<file path="src/hdl/fdkd_pkg.sv">
// Shared types, widths and codes of the fader deadband and key debounce core.
`timescale 1ns / 1ps
`default_nettype none

package fdkd_pkg;

  localparam int LANES      = 5;
  localparam int SAMPLE_W   = 10;
  localparam int LEVEL_W    = 8;
  localparam int TIME_W     = 48;
  localparam int LOCKOUT_W  = 24;
  localparam int KEY_NUM_W  = 3;
  localparam int CFG_IDX_W  = 3;
  localparam int CFG_DATA_W = 24;

  localparam logic [LEVEL_W-1:0]   DEADBAND_RESET = 8'd2;
  localparam logic [LOCKOUT_W-1:0] LOCKOUT_RESET  = 24'd50000;

  localparam logic CMD_POLL   = 1'b0;
  localparam logic CMD_RESYNC = 1'b1;

  typedef enum logic [CFG_IDX_W-1:0] {
    REG_FADER_DEADBAND  = 3'd0,
    REG_KEY_LOCKOUT_US  = 3'd1,
    REG_FADER_REPORT_EN = 3'd2,
    REG_KEY_REPORT_EN   = 3'd3,
    REG_IGNORED_KEYS    = 3'd4
  } cfg_reg_e;

  typedef enum logic [1:0] {
    KIND_FADER    = 2'd0,
    KIND_KEY_HOST = 2'd1,
    KIND_KEY_HID  = 2'd2
  } report_kind_e;

  typedef struct packed {
    logic [LEVEL_W-1:0]   deadband;
    logic [LOCKOUT_W-1:0] lockout;
    logic                 fader_en;
    logic                 key_en;
    logic [LANES-1:0]     ignored;
  } cfg_t;

  typedef struct packed {
    logic                              command;
    logic [LANES-1:0][SAMPLE_W-1:0]    sample;
    logic [LANES-1:0]                  valid;
    logic [LANES-1:0]                  levels;
    logic                              link;
    logic                              busy;
    logic [TIME_W-1:0]                 now;
  } item_t;

  typedef struct packed {
    logic                            fader;
    logic [LANES-1:0][LEVEL_W-1:0]   levels;
    logic [LANES-1:0]                keys;
    logic                            link;
  } bundle_t;

endpackage

`default_nettype wire

</file>
<file path="src/hdl/fdkd_ifs.sv">
// Handshake channel interfaces for poll words, report words and register writes.
`timescale 1ns / 1ps
`default_nettype none

interface fdkd_poll_if;
  logic        valid;
  logic        ready;
  logic        command;
  logic [9:0]  fader_a;
  logic [9:0]  fader_b;
  logic [9:0]  fader_c;
  logic [9:0]  fader_d;
  logic [9:0]  fader_e;
  logic [4:0]  sample_valid;
  logic [4:0]  key_levels;
  logic        host_link_up;
  logic        update_busy;
  logic [47:0] now_us;

  modport source (output valid, command, fader_a, fader_b, fader_c, fader_d, fader_e,
                  sample_valid, key_levels, host_link_up, update_busy, now_us,
                  input ready);
  modport sink (input valid, command, fader_a, fader_b, fader_c, fader_d, fader_e,
                sample_valid, key_levels, host_link_up, update_busy, now_us,
                output ready);
endinterface

interface fdkd_report_if;
  logic       valid;
  logic       ready;
  logic [1:0] report_kind;
  logic [7:0] level_a;
  logic [7:0] level_b;
  logic [7:0] level_c;
  logic [7:0] level_d;
  logic [7:0] level_e;
  logic [2:0] key_number;
  logic       final_of_run;

  modport source (output valid, report_kind, level_a, level_b, level_c, level_d, level_e,
                  key_number, final_of_run, input ready);
  modport sink (input valid, report_kind, level_a, level_b, level_c, level_d, level_e,
                key_number, final_of_run, output ready);
endinterface

interface fdkd_cfg_if;
  logic        valid;
  logic        ready;
  logic [2:0]  index;
  logic [23:0] data;

  modport source (output valid, index, data, input ready);
  modport sink (input valid, index, data, output ready);
endinterface

`default_nettype wire

</file>
<file path="src/hdl/fader_deadband_and_key_debounce_core.sv">
// Top level of the fader deadband reporter and key press lockout core.
//
//   Channel  Dir  Handshake      Word
//   poll     in   valid/ready    command, five fader samples, masks, flags, timestamp
//   report   out  valid/ready    report kind, five 8-bit levels, key number, last flag
//   cfg      in   valid/ready    register index and write data (ready is always high)
//
// A poll word is captured in an input register and is evaluated in the cycle it
// leaves that register for the result register; the evaluation also updates the
// fader baselines and the key state. The result register then hands out one report
// word per cycle while not stalled, so a word that gives n reports holds the result
// side until all are taken and a word that gives at most one report passes at one
// word per cycle. The input register takes the next word while reports are still
// waiting, and a stall on the report side back-pressures the poll side only once the
// input register is full. Reset is synchronous and resets the configuration, the
// baselines, the key state and both registers at once; there is no clearing pass.
`timescale 1ns / 1ps
`default_nettype none

module fader_deadband_and_key_debounce_core
  import fdkd_pkg::*;
#(
  parameter int FADER_COUNT = 5,
  parameter int KEY_COUNT   = 5
) (
  input  wire logic      clk,
  input  wire logic      rst,
  fdkd_poll_if.sink      poll,
  fdkd_report_if.source  report,
  fdkd_cfg_if.sink       cfg
);

  cfg_t    regs;
  item_t   item_d;
  item_t   item_q;
  bundle_t bundle;
  logic    full;
  logic    advance;
  logic    seq_free;
  logic    has_result;

  // The held word moves on once the result register can take its reports.
  assign advance    = full && seq_free;
  assign poll.ready = !full || advance;

  always_comb begin
    item_d.command   = poll.command;
    item_d.sample[0] = poll.fader_a;
    item_d.sample[1] = poll.fader_b;
    item_d.sample[2] = poll.fader_c;
    item_d.sample[3] = poll.fader_d;
    item_d.sample[4] = poll.fader_e;
    item_d.valid     = poll.sample_valid;
    item_d.levels    = poll.key_levels;
    item_d.link      = poll.host_link_up;
    item_d.busy      = poll.update_busy;
    item_d.now       = poll.now_us;
  end

  always_ff @(posedge clk) begin
    if (rst) begin
      full <= 1'b0;
    end else if (poll.valid && poll.ready) begin
      full <= 1'b1;
    end else if (advance) begin
      full <= 1'b0;
    end
    if (poll.valid && poll.ready) begin
      item_q <= item_d;
    end
  end

  fdkd_cfg_regs u_cfg (
    .clk  (clk),
    .rst  (rst),
    .cfg  (cfg),
    .regs (regs)
  );

  fdkd_eval #(
    .FADER_COUNT (FADER_COUNT),
    .KEY_COUNT   (KEY_COUNT)
  ) u_eval (
    .clk        (clk),
    .rst        (rst),
    .item       (item_q),
    .regs       (regs),
    .take       (advance),
    .bundle     (bundle),
    .has_result (has_result)
  );

  // A word with no reports is simply dropped after its state update.
  fdkd_report_seq u_seq (
    .clk    (clk),
    .rst    (rst),
    .load   (advance && has_result),
    .bundle (bundle),
    .free   (seq_free),
    .report (report)
  );

endmodule

`default_nettype wire

</file>
<file path="src/hdl/fdkd_cfg_regs.sv">
// Configuration register file written through the register write channel.
`timescale 1ns / 1ps
`default_nettype none

module fdkd_cfg_regs
  import fdkd_pkg::*;
(
  input  wire logic clk,
  input  wire logic rst,
  fdkd_cfg_if.sink  cfg,
  output cfg_t      regs
);

  assign cfg.ready = 1'b1;

  always_ff @(posedge clk) begin
    if (rst) begin
      regs.deadband <= DEADBAND_RESET;
      regs.lockout  <= LOCKOUT_RESET;
      regs.fader_en <= 1'b1;
      regs.key_en   <= 1'b1;
      regs.ignored  <= '0;
    end else if (cfg.valid) begin
      case (cfg_reg_e'(cfg.index))
        REG_FADER_DEADBAND:  regs.deadband <= cfg.data[LEVEL_W-1:0];
        REG_KEY_LOCKOUT_US:  regs.lockout  <= cfg.data[LOCKOUT_W-1:0];
        REG_FADER_REPORT_EN: regs.fader_en <= cfg.data[0];
        REG_KEY_REPORT_EN:   regs.key_en   <= cfg.data[0];
        REG_IGNORED_KEYS:    regs.ignored  <= cfg.data[LANES-1:0];
        default: begin
        end
      endcase
    end
  end

endmodule

`default_nettype wire

</file>
<file path="src/hdl/fdkd_eval.sv">
// Per-word evaluation: fader deadband test, key edge and lockout test, and the state they update.
`timescale 1ns / 1ps
`default_nettype none

module fdkd_eval
  import fdkd_pkg::*;
#(
  parameter int FADER_COUNT = 5,
  parameter int KEY_COUNT   = 5
) (
  input  wire logic   clk,
  input  wire logic   rst,
  input  wire item_t  item,
  input  wire cfg_t   regs,
  input  wire logic   take,
  output bundle_t     bundle,
  output logic        has_result
);

  localparam int FadersUsed = (FADER_COUNT < LANES) ? FADER_COUNT : LANES;
  localparam int KeysUsed   = (KEY_COUNT < LANES) ? KEY_COUNT : LANES;

  logic [LEVEL_W-1:0] baseline [LANES];
  logic [LANES-1:0]   prev_level;
  logic [TIME_W-1:0]  accept_time [LANES];

  logic [LEVEL_W-1:0] baseline_next [LANES];
  logic [LANES-1:0]   level_now;
  logic [LANES-1:0]   emit;
  logic [LEVEL_W-1:0] cur [LANES];
  logic [LEVEL_W-1:0] diff [LANES];
  logic [TIME_W-1:0]  since [LANES];
  logic               all_valid;
  logic               over;
  logic               do_poll;
  logic               resync;
  logic               fader_report;

  always_comb begin
    resync    = (item.command == CMD_RESYNC);
    do_poll   = (item.command == CMD_POLL) && !item.busy;
    all_valid = (FADER_COUNT <= LANES);
    over      = 1'b0;
    for (int j = 0; j < LANES; j++) begin
      cur[j]  = item.sample[j][SAMPLE_W-1:SAMPLE_W-LEVEL_W];
      diff[j] = (cur[j] >= baseline[j]) ? cur[j] - baseline[j] : baseline[j] - cur[j];
      if (j < FadersUsed) begin
        if (!item.valid[j]) all_valid = 1'b0;
        if (diff[j] >= regs.deadband) over = 1'b1;
      end
    end

    if (resync) begin
      fader_report = regs.fader_en && item.link;
    end else begin
      fader_report = do_poll && item.link && regs.fader_en && all_valid && over;
    end

    for (int j = 0; j < LANES; j++) begin
      baseline_next[j] = baseline[j];
      if (j < FadersUsed) begin
        if (resync && item.valid[j]) baseline_next[j] = cur[j];
        if (!resync && fader_report) baseline_next[j] = cur[j];
      end
      // Unused or ignored keys always read as released.
      level_now[j] = (j < KeysUsed && !regs.ignored[j]) ? item.levels[j] : 1'b1;
      since[j]     = item.now - accept_time[j];
      emit[j]      = do_poll && regs.key_en && !level_now[j] && prev_level[j] &&
                     (item.now >= accept_time[j]) &&
                     (since[j] >= {{(TIME_W-LOCKOUT_W){1'b0}}, regs.lockout});
    end

    bundle.fader = fader_report;
    bundle.keys  = emit;
    bundle.link  = item.link;
    for (int j = 0; j < LANES; j++) begin
      bundle.levels[j] = (j < FadersUsed) ? baseline_next[j] : '0;
    end
    has_result = fader_report || (|emit);
  end

  always_ff @(posedge clk) begin
    if (rst) begin
      prev_level <= '1;
      for (int j = 0; j < LANES; j++) begin
        baseline[j]    <= '0;
        accept_time[j] <= '0;
      end
    end else if (take) begin
      for (int j = 0; j < LANES; j++) begin
        baseline[j] <= baseline_next[j];
        if (emit[j]) accept_time[j] <= item.now;
      end
      if (do_poll) prev_level <= level_now;
    end
  end

endmodule

`default_nettype wire

</file>
<file path="src/hdl/fdkd_report_seq.sv">
// Result register that hands out the reports of one evaluated word, one per cycle while the report side is ready.
`timescale 1ns / 1ps
`default_nettype none

module fdkd_report_seq
  import fdkd_pkg::*;
(
  input  wire logic     clk,
  input  wire logic     rst,
  input  wire logic     load,
  input  wire bundle_t  bundle,
  output logic          free,
  fdkd_report_if.source report
);

  logic                          pend_fader;
  logic [LANES-1:0]              pend_keys;
  logic [LANES-1:0][LEVEL_W-1:0] levels;
  logic                          link;

  logic [KEY_NUM_W-1:0] first_key;
  logic [LANES-1:0]     rest_keys;
  logic                 busy;
  logic                 last;
  logic                 taken;

  always_comb begin
    first_key = '0;
    for (int j = LANES - 1; j >= 0; j--) begin
      if (pend_keys[j]) first_key = KEY_NUM_W'(j);
    end
    rest_keys = pend_keys & (pend_keys - LANES'(1));
    busy      = pend_fader || (|pend_keys);
    last      = pend_fader ? (pend_keys == '0) : (rest_keys == '0);
    taken     = report.valid && report.ready;
    free      = !busy || (taken && last);
  end

  assign report.valid        = busy;
  assign report.report_kind  = pend_fader ? KIND_FADER : (link ? KIND_KEY_HOST : KIND_KEY_HID);
  assign report.level_a      = pend_fader ? levels[0] : '0;
  assign report.level_b      = pend_fader ? levels[1] : '0;
  assign report.level_c      = pend_fader ? levels[2] : '0;
  assign report.level_d      = pend_fader ? levels[3] : '0;
  assign report.level_e      = pend_fader ? levels[4] : '0;
  assign report.key_number   = pend_fader ? '0 : first_key;
  assign report.final_of_run = last;

  always_ff @(posedge clk) begin
    if (rst) begin
      pend_fader <= 1'b0;
      pend_keys  <= '0;
    end else if (load) begin
      pend_fader <= bundle.fader;
      pend_keys  <= bundle.keys;
      levels     <= bundle.levels;
      link       <= bundle.link;
    end else if (taken) begin
      if (pend_fader) begin
        pend_fader <= 1'b0;
      end else begin
        pend_keys <= rest_keys;
      end
    end
  end

endmodule

`default_nettype wire

</file>
<file path="src/flat_wrapper.sv">
// flat-port wrapper written by rule: the top's interface ports become plain ports
module fader_deadband_and_key_debounce_core_flat import fdkd_pkg::*;
#(
  parameter int FADER_COUNT = 5,
  parameter int KEY_COUNT   = 5
)
  (clk, rst, poll_valid, poll_command, poll_fader_a, poll_fader_b, poll_fader_c, poll_fader_d, poll_fader_e, poll_sample_valid, poll_key_levels, poll_host_link_up, poll_update_busy, poll_now_us, poll_ready, report_valid, report_report_kind, report_level_a, report_level_b, report_level_c, report_level_d, report_level_e, report_key_number, report_final_of_run, report_ready, cfg_valid, cfg_index, cfg_data, cfg_ready);
  fdkd_poll_if poll_i ();
  fdkd_report_if report_i ();
  fdkd_cfg_if cfg_i ();
  input  wire logic clk;
  input  wire logic rst;
  input wire logic [$bits(poll_i.valid)-1:0] poll_valid;
  input wire logic [$bits(poll_i.command)-1:0] poll_command;
  input wire logic [$bits(poll_i.fader_a)-1:0] poll_fader_a;
  input wire logic [$bits(poll_i.fader_b)-1:0] poll_fader_b;
  input wire logic [$bits(poll_i.fader_c)-1:0] poll_fader_c;
  input wire logic [$bits(poll_i.fader_d)-1:0] poll_fader_d;
  input wire logic [$bits(poll_i.fader_e)-1:0] poll_fader_e;
  input wire logic [$bits(poll_i.sample_valid)-1:0] poll_sample_valid;
  input wire logic [$bits(poll_i.key_levels)-1:0] poll_key_levels;
  input wire logic [$bits(poll_i.host_link_up)-1:0] poll_host_link_up;
  input wire logic [$bits(poll_i.update_busy)-1:0] poll_update_busy;
  input wire logic [$bits(poll_i.now_us)-1:0] poll_now_us;
  output wire logic [$bits(poll_i.ready)-1:0] poll_ready;
  output wire logic [$bits(report_i.valid)-1:0] report_valid;
  output wire logic [$bits(report_i.report_kind)-1:0] report_report_kind;
  output wire logic [$bits(report_i.level_a)-1:0] report_level_a;
  output wire logic [$bits(report_i.level_b)-1:0] report_level_b;
  output wire logic [$bits(report_i.level_c)-1:0] report_level_c;
  output wire logic [$bits(report_i.level_d)-1:0] report_level_d;
  output wire logic [$bits(report_i.level_e)-1:0] report_level_e;
  output wire logic [$bits(report_i.key_number)-1:0] report_key_number;
  output wire logic [$bits(report_i.final_of_run)-1:0] report_final_of_run;
  input wire logic [$bits(report_i.ready)-1:0] report_ready;
  input wire logic [$bits(cfg_i.valid)-1:0] cfg_valid;
  input wire logic [$bits(cfg_i.index)-1:0] cfg_index;
  input wire logic [$bits(cfg_i.data)-1:0] cfg_data;
  output wire logic [$bits(cfg_i.ready)-1:0] cfg_ready;
  assign poll_i.valid = poll_valid;
  assign poll_i.command = poll_command;
  assign poll_i.fader_a = poll_fader_a;
  assign poll_i.fader_b = poll_fader_b;
  assign poll_i.fader_c = poll_fader_c;
  assign poll_i.fader_d = poll_fader_d;
  assign poll_i.fader_e = poll_fader_e;
  assign poll_i.sample_valid = poll_sample_valid;
  assign poll_i.key_levels = poll_key_levels;
  assign poll_i.host_link_up = poll_host_link_up;
  assign poll_i.update_busy = poll_update_busy;
  assign poll_i.now_us = poll_now_us;
  assign poll_ready = poll_i.ready;
  assign report_valid = report_i.valid;
  assign report_report_kind = report_i.report_kind;
  assign report_level_a = report_i.level_a;
  assign report_level_b = report_i.level_b;
  assign report_level_c = report_i.level_c;
  assign report_level_d = report_i.level_d;
  assign report_level_e = report_i.level_e;
  assign report_key_number = report_i.key_number;
  assign report_final_of_run = report_i.final_of_run;
  assign report_i.ready = report_ready;
  assign cfg_i.valid = cfg_valid;
  assign cfg_i.index = cfg_index;
  assign cfg_i.data = cfg_data;
  assign cfg_ready = cfg_i.ready;
  fader_deadband_and_key_debounce_core #(.FADER_COUNT(FADER_COUNT), .KEY_COUNT(KEY_COUNT)) u_core (.clk(clk), .rst(rst), .poll(poll_i), .report(report_i), .cfg(cfg_i));
endmodule
</file>
<file path="config.mk">
export PLATFORM = sky130hd
export DESIGN_NAME = fader_deadband_and_key_debounce_core_flat
export DESIGN_NICKNAME = d
export VERILOG_FILES = /design/src/hdl/fdkd_pkg.sv /design/src/hdl/fdkd_ifs.sv /design/src/hdl/fader_deadband_and_key_debounce_core.sv /design/src/hdl/fdkd_cfg_regs.sv /design/src/hdl/fdkd_eval.sv /design/src/hdl/fdkd_report_seq.sv /design/src/flat_wrapper.sv
export SDC_FILE = /design/constraint.sdc
export NUM_CORES = 1
export LEC_CHECK = 0
export BUFFER_PORTS_ARGS = -buffer_cell sky130_fd_sc_hd__buf_2
export CORE_ASPECT_RATIO = 0.9
export CORE_MARGIN = 2
export CORE_UTILIZATION = 65
export CTS_BUF_LIST = sky130_fd_sc_hd__clkbuf_2 sky130_fd_sc_hd__clkbuf_4 sky130_fd_sc_hd__clkbuf_8
export DETAILED_ROUTE_END_ITERATION = 10
export GPL_TIMING_DRIVEN = 0
export MAX_ROUTING_LAYER = met4
export PLACE_DENSITY = 0.84
export SYNTH_ARGS = -nofsm -noshare
export SYNTH_HDL_FRONTEND = slang
export SYNTH_SLANG_ARGS = --single-unit
</file>
<file path="constraint.sdc">
create_clock -name clk -period 19.35 [get_ports clk]
set_clock_uncertainty 0.2 [all_clocks]
set_input_delay 0.9675 -clock clk [delete_from_list [all_inputs] [get_ports clk]]
set_output_delay 0.9675 -clock clk [all_outputs]
set_load 0.005 [all_outputs]
</file>
==> run_results.csv <==
group,metric,value,unit
global_routing,grt-ovfl-total,0,
synth,synth-edff-count,422,
global_routing,grt_max_degree,37,
clock_network,cts_buffer_depth,3,
placed_design,place_congestion,1.05,
run_status,violations,"max-capacitance violations",
synth,synth-async-reset-ratio,0,%
synth,synth.top_cell.area_share,33.0,%
synth,syn_area_per_cell,8.97,um^2
critical_path,cp.arrival,8.64,ns
placed_design,dpl.hpwl,101,mm
power,p_per_area,75.2,nW/um^2
clock_network,postCtsHoldBufs,0,
floorplan,ios,192,
power,ir_drop,0.101,mV
min_path,hold_class,"input port to flop",
synth,synth_top_family_by_area,"compound AO/OA/AOI/OAI gates",
synth,synth_area_leaders,"edfxtp_1 (33%), ha_1 (15%), a21oi_1 (5.6%)",
synth,synth_cell_type_count,100,
global_routing,grt_pass1_wl,192,mm
sta,drv_slew,0,
clock_network,cts_resized,0,
critical_path,worstSetupEndpointType,"flop",
floorplan,core-area,58400,um^2
floorplan,dieArea,61100,um^2
placed_design,io_buffer_count,180,
detailed_routing,drc_errors,0,
synth,synthFlopType,"edfxtp_1",
run_status,status,"finished with violations",
synth,synth_xor_area_share,4.60,%
detailed_routing,dr.pass1.iters,6,
synth,yosys_warnings,0,
sta,finalCriticalPeriod,8.48,ns
power,p_leak,0.0175,uW
clock_network,clk_pin_slew,0.06,ns
floorplan,die_y,235,um
synth,syn_area,38400,um^2
sta,rsz0062_at_grt,"false",
sta,finalHoldViolCount,0,
synth,syn-instance-count,4284,
clock_network,cts_num_sinks,473,
sta,worst_slew_pin_slew,1.43,ns
floorplan,start_util,65.8,%
critical_path,crit_required,19.51,ns
sta,relSlewSlack,2.49,%
critical_path,crit_fanout,11,
sta,final-setup-viol-count,0,
synth,synth.area.mux_share,1.46,%
final_layout,utilization,72.4,%
detailed_routing,vias,35500,
detailed_routing,wire_per_inst,23.9,um
synth,synth-simple-area-share,16.6,%
synth,synth_commonest_cells,"ha_1 (475), inv_1 (439), a21oi_1 (433), edfxtp_1 (422), nand2_1 (403)",
critical_path,critPathKind,"flop to flop",
clock_network,h-tree-depth,3,
run,drv_cap,1,
critical_path,start_kind,"flop",
synth,synth_compound_area_share,19.8,%
synth,syn-num-nets,4917,
synth,ys_seq_area_share,35.6,%
detailed_routing,ant_nets,0,
final_layout,final_layout_size_suffix_gt1_share,9.20,%
floorplan,num_rows,84,
sta,setup_tns,0,ns
synth,synthAdderAreaFrac,16.2,%
global_routing,grtUsageTotal,42.4,%
floorplan,die_w,260,um
sta,fin_crit_sh,43.8,%
clock_network,tritoncts,"yes",
sta,hold_ws,0.218,ns
global_routing,grt_pass1_vias,33000,
critical_path,r2r_cells,23,
detailed_routing,drt_wl_total,129,mm
synth,synth_seq_cells,473,
clock_network,cts_setup_buffers,0,
clock_network,cts-buffers-inserted,80,
sta,max_freq,0.118,GHz
final_layout,area_delta_synth_final,10.0,%
synth,synth.most_common_cell,"ha_1",
detailed_routing,drtIter0Drc,4316,
clock_network,clkLatencyLatePin,0.72,ns
final_layout,fin_nets,5189,
min_path,hold_path_depth,1,
synth,synth_top_area_cell,"edfxtp_1",
global_routing,antenna_found_initial,7,
clock_network,cts-root-buf,"clkbuf_8",
detailed_routing,via_per_inst,6.57,
## path summary, 6_finish.rpt
check,startpoint,end,slack [ns]
setup / recovery,u_core.item_q[1],u_core.u_eval.accept_time[0][82],10.87
hold / removal,poll_sample_valid[3],u_core.item_q[58],0.22
setup reg to reg,u_core.item_q[1],u_core.u_eval.accept_time[0][82],10.87
hold reg to reg,u_core.u_cfg.regs[26],u_core.u_cfg.regs[26],0.25
## routing by layer
layer	up-vias	share of wire, %	GRT usage (%)
met4	0	4.6	17.1
met5	-	0	-
met1	16800	40	56.0
li1	16200	-	-
met2	2148	43	62.6
met3	354	12	10.2
## final cells by class
| class | count | area (um^2) |
|---|---|---|
| antenna | 7 | 17.5 |
| fill | 4400 | 16100 |
| clock inverter | 41 | 400 |
| clock buffer | 107 | 1320 |
| timing repair buffer | 190 | 1100 |
| inverter | 440 | 1650 |
| sequential | 473 | 13700 |
| tap | 774 | 968 |
| buffer | 135 | 547 |
| multi-input combinational | 3236 | 22600 |
## stage by stage
stage                     instance area (um^2)  total power [uW]  setup WS (ns)  cells
after floorplan                          38400              1890          12.02   4284
after global placement                   40300              2140           9.52   5238
after detailed placement                 40600              2170          11.23   5248
after CTS                                42300              3150          11.19   5396
after global routing                     42300              3320          10.68   5402
final                                    42300              3180          10.87   5403
## state kept, by name, summed over array words and instances, names as in the netlist
name / flops
u_core.u_eval.accept_time: 240
u_core.item_q: 101
u_core.u_eval.baseline: 40
u_core.u_seq.levels: 40
u_core.u_cfg.regs: 39
u_core.u_eval.prev_level: 5
u_core.u_seq.pend_keys: 5
u_core.full: 1
u_core.u_seq.link: 1
u_core.u_seq.pend_fader: 1
## power breakdown
part	leakage [uW]	switching (uW)	internal (uW)
Clock	0.000903	470	522
Sequential	0.00469	45.1	1160
Combinational	0.0119	612	370
Total	0.0175	1130	2060
## critical path, stage by stage, from the launching register on
cell       delay [ns]
edfxtp_1         0.86
ha_1             0.37
nor2b_1          0.15
o2111a_1         0.28
or2_2            0.33
a21o_1           0.20
a21oi_1          0.22
xnor2_1          0.16
ha_1             0.28
a21oi_1          0.20
o21ai_0          0.11
nor4_1           0.44
o31ai_1          0.29
a31oi_1          0.44
o2111ai_1        0.18
or4_1            0.54
or4_1            0.50
nor3_1           0.23
nand4_1          0.20
nor4_2           0.72
o22ai_1          0.48
buf_6            0.30
buf_6            0.14
and2_1           0.31
## layout by cell type (no fill, tap or decap), types with 32 or more instances in the layout
cell      Yosys  final
clkbuf_8      0     82
nor3_1       54     54
mux2i_1      37     37
a21oi_1     433    433
nor2b_1      35     34
o211ai_1     58     58
nor2_1      235    235
a21o_1       89     88
ha_1        475    475
edfxtp_1    422    422
nand2b_1     32     32
nand4_1     123    123
o21bai_1     39     39
clkbuf_1    118    118
nand2_1     403    398
inv_1       439    439
and2_1      136    136
buf_2        11    191
nor4_1       36     36
nand3_1      87     87
a31oi_1      38     37
xor2_1       80     80
o21ai_0     266    266
o21a_1       53     53
dfxtp_1      51     51
xnor2_1     122    122
## cells by family after synthesis
| logic type | after synthesis |
|---|---|
| and+or+nand+nor | 1270 |
| AOI/OAI and AO/OA | 1219 |
| buffers and inverters | 575 |
| adders and majority gates | 490 |
| DFF | 473 |
| xor gates and xnor gates | 202 |
| muxes | 54 |
| other | 1 |
(Power assumes the default switching activity.)
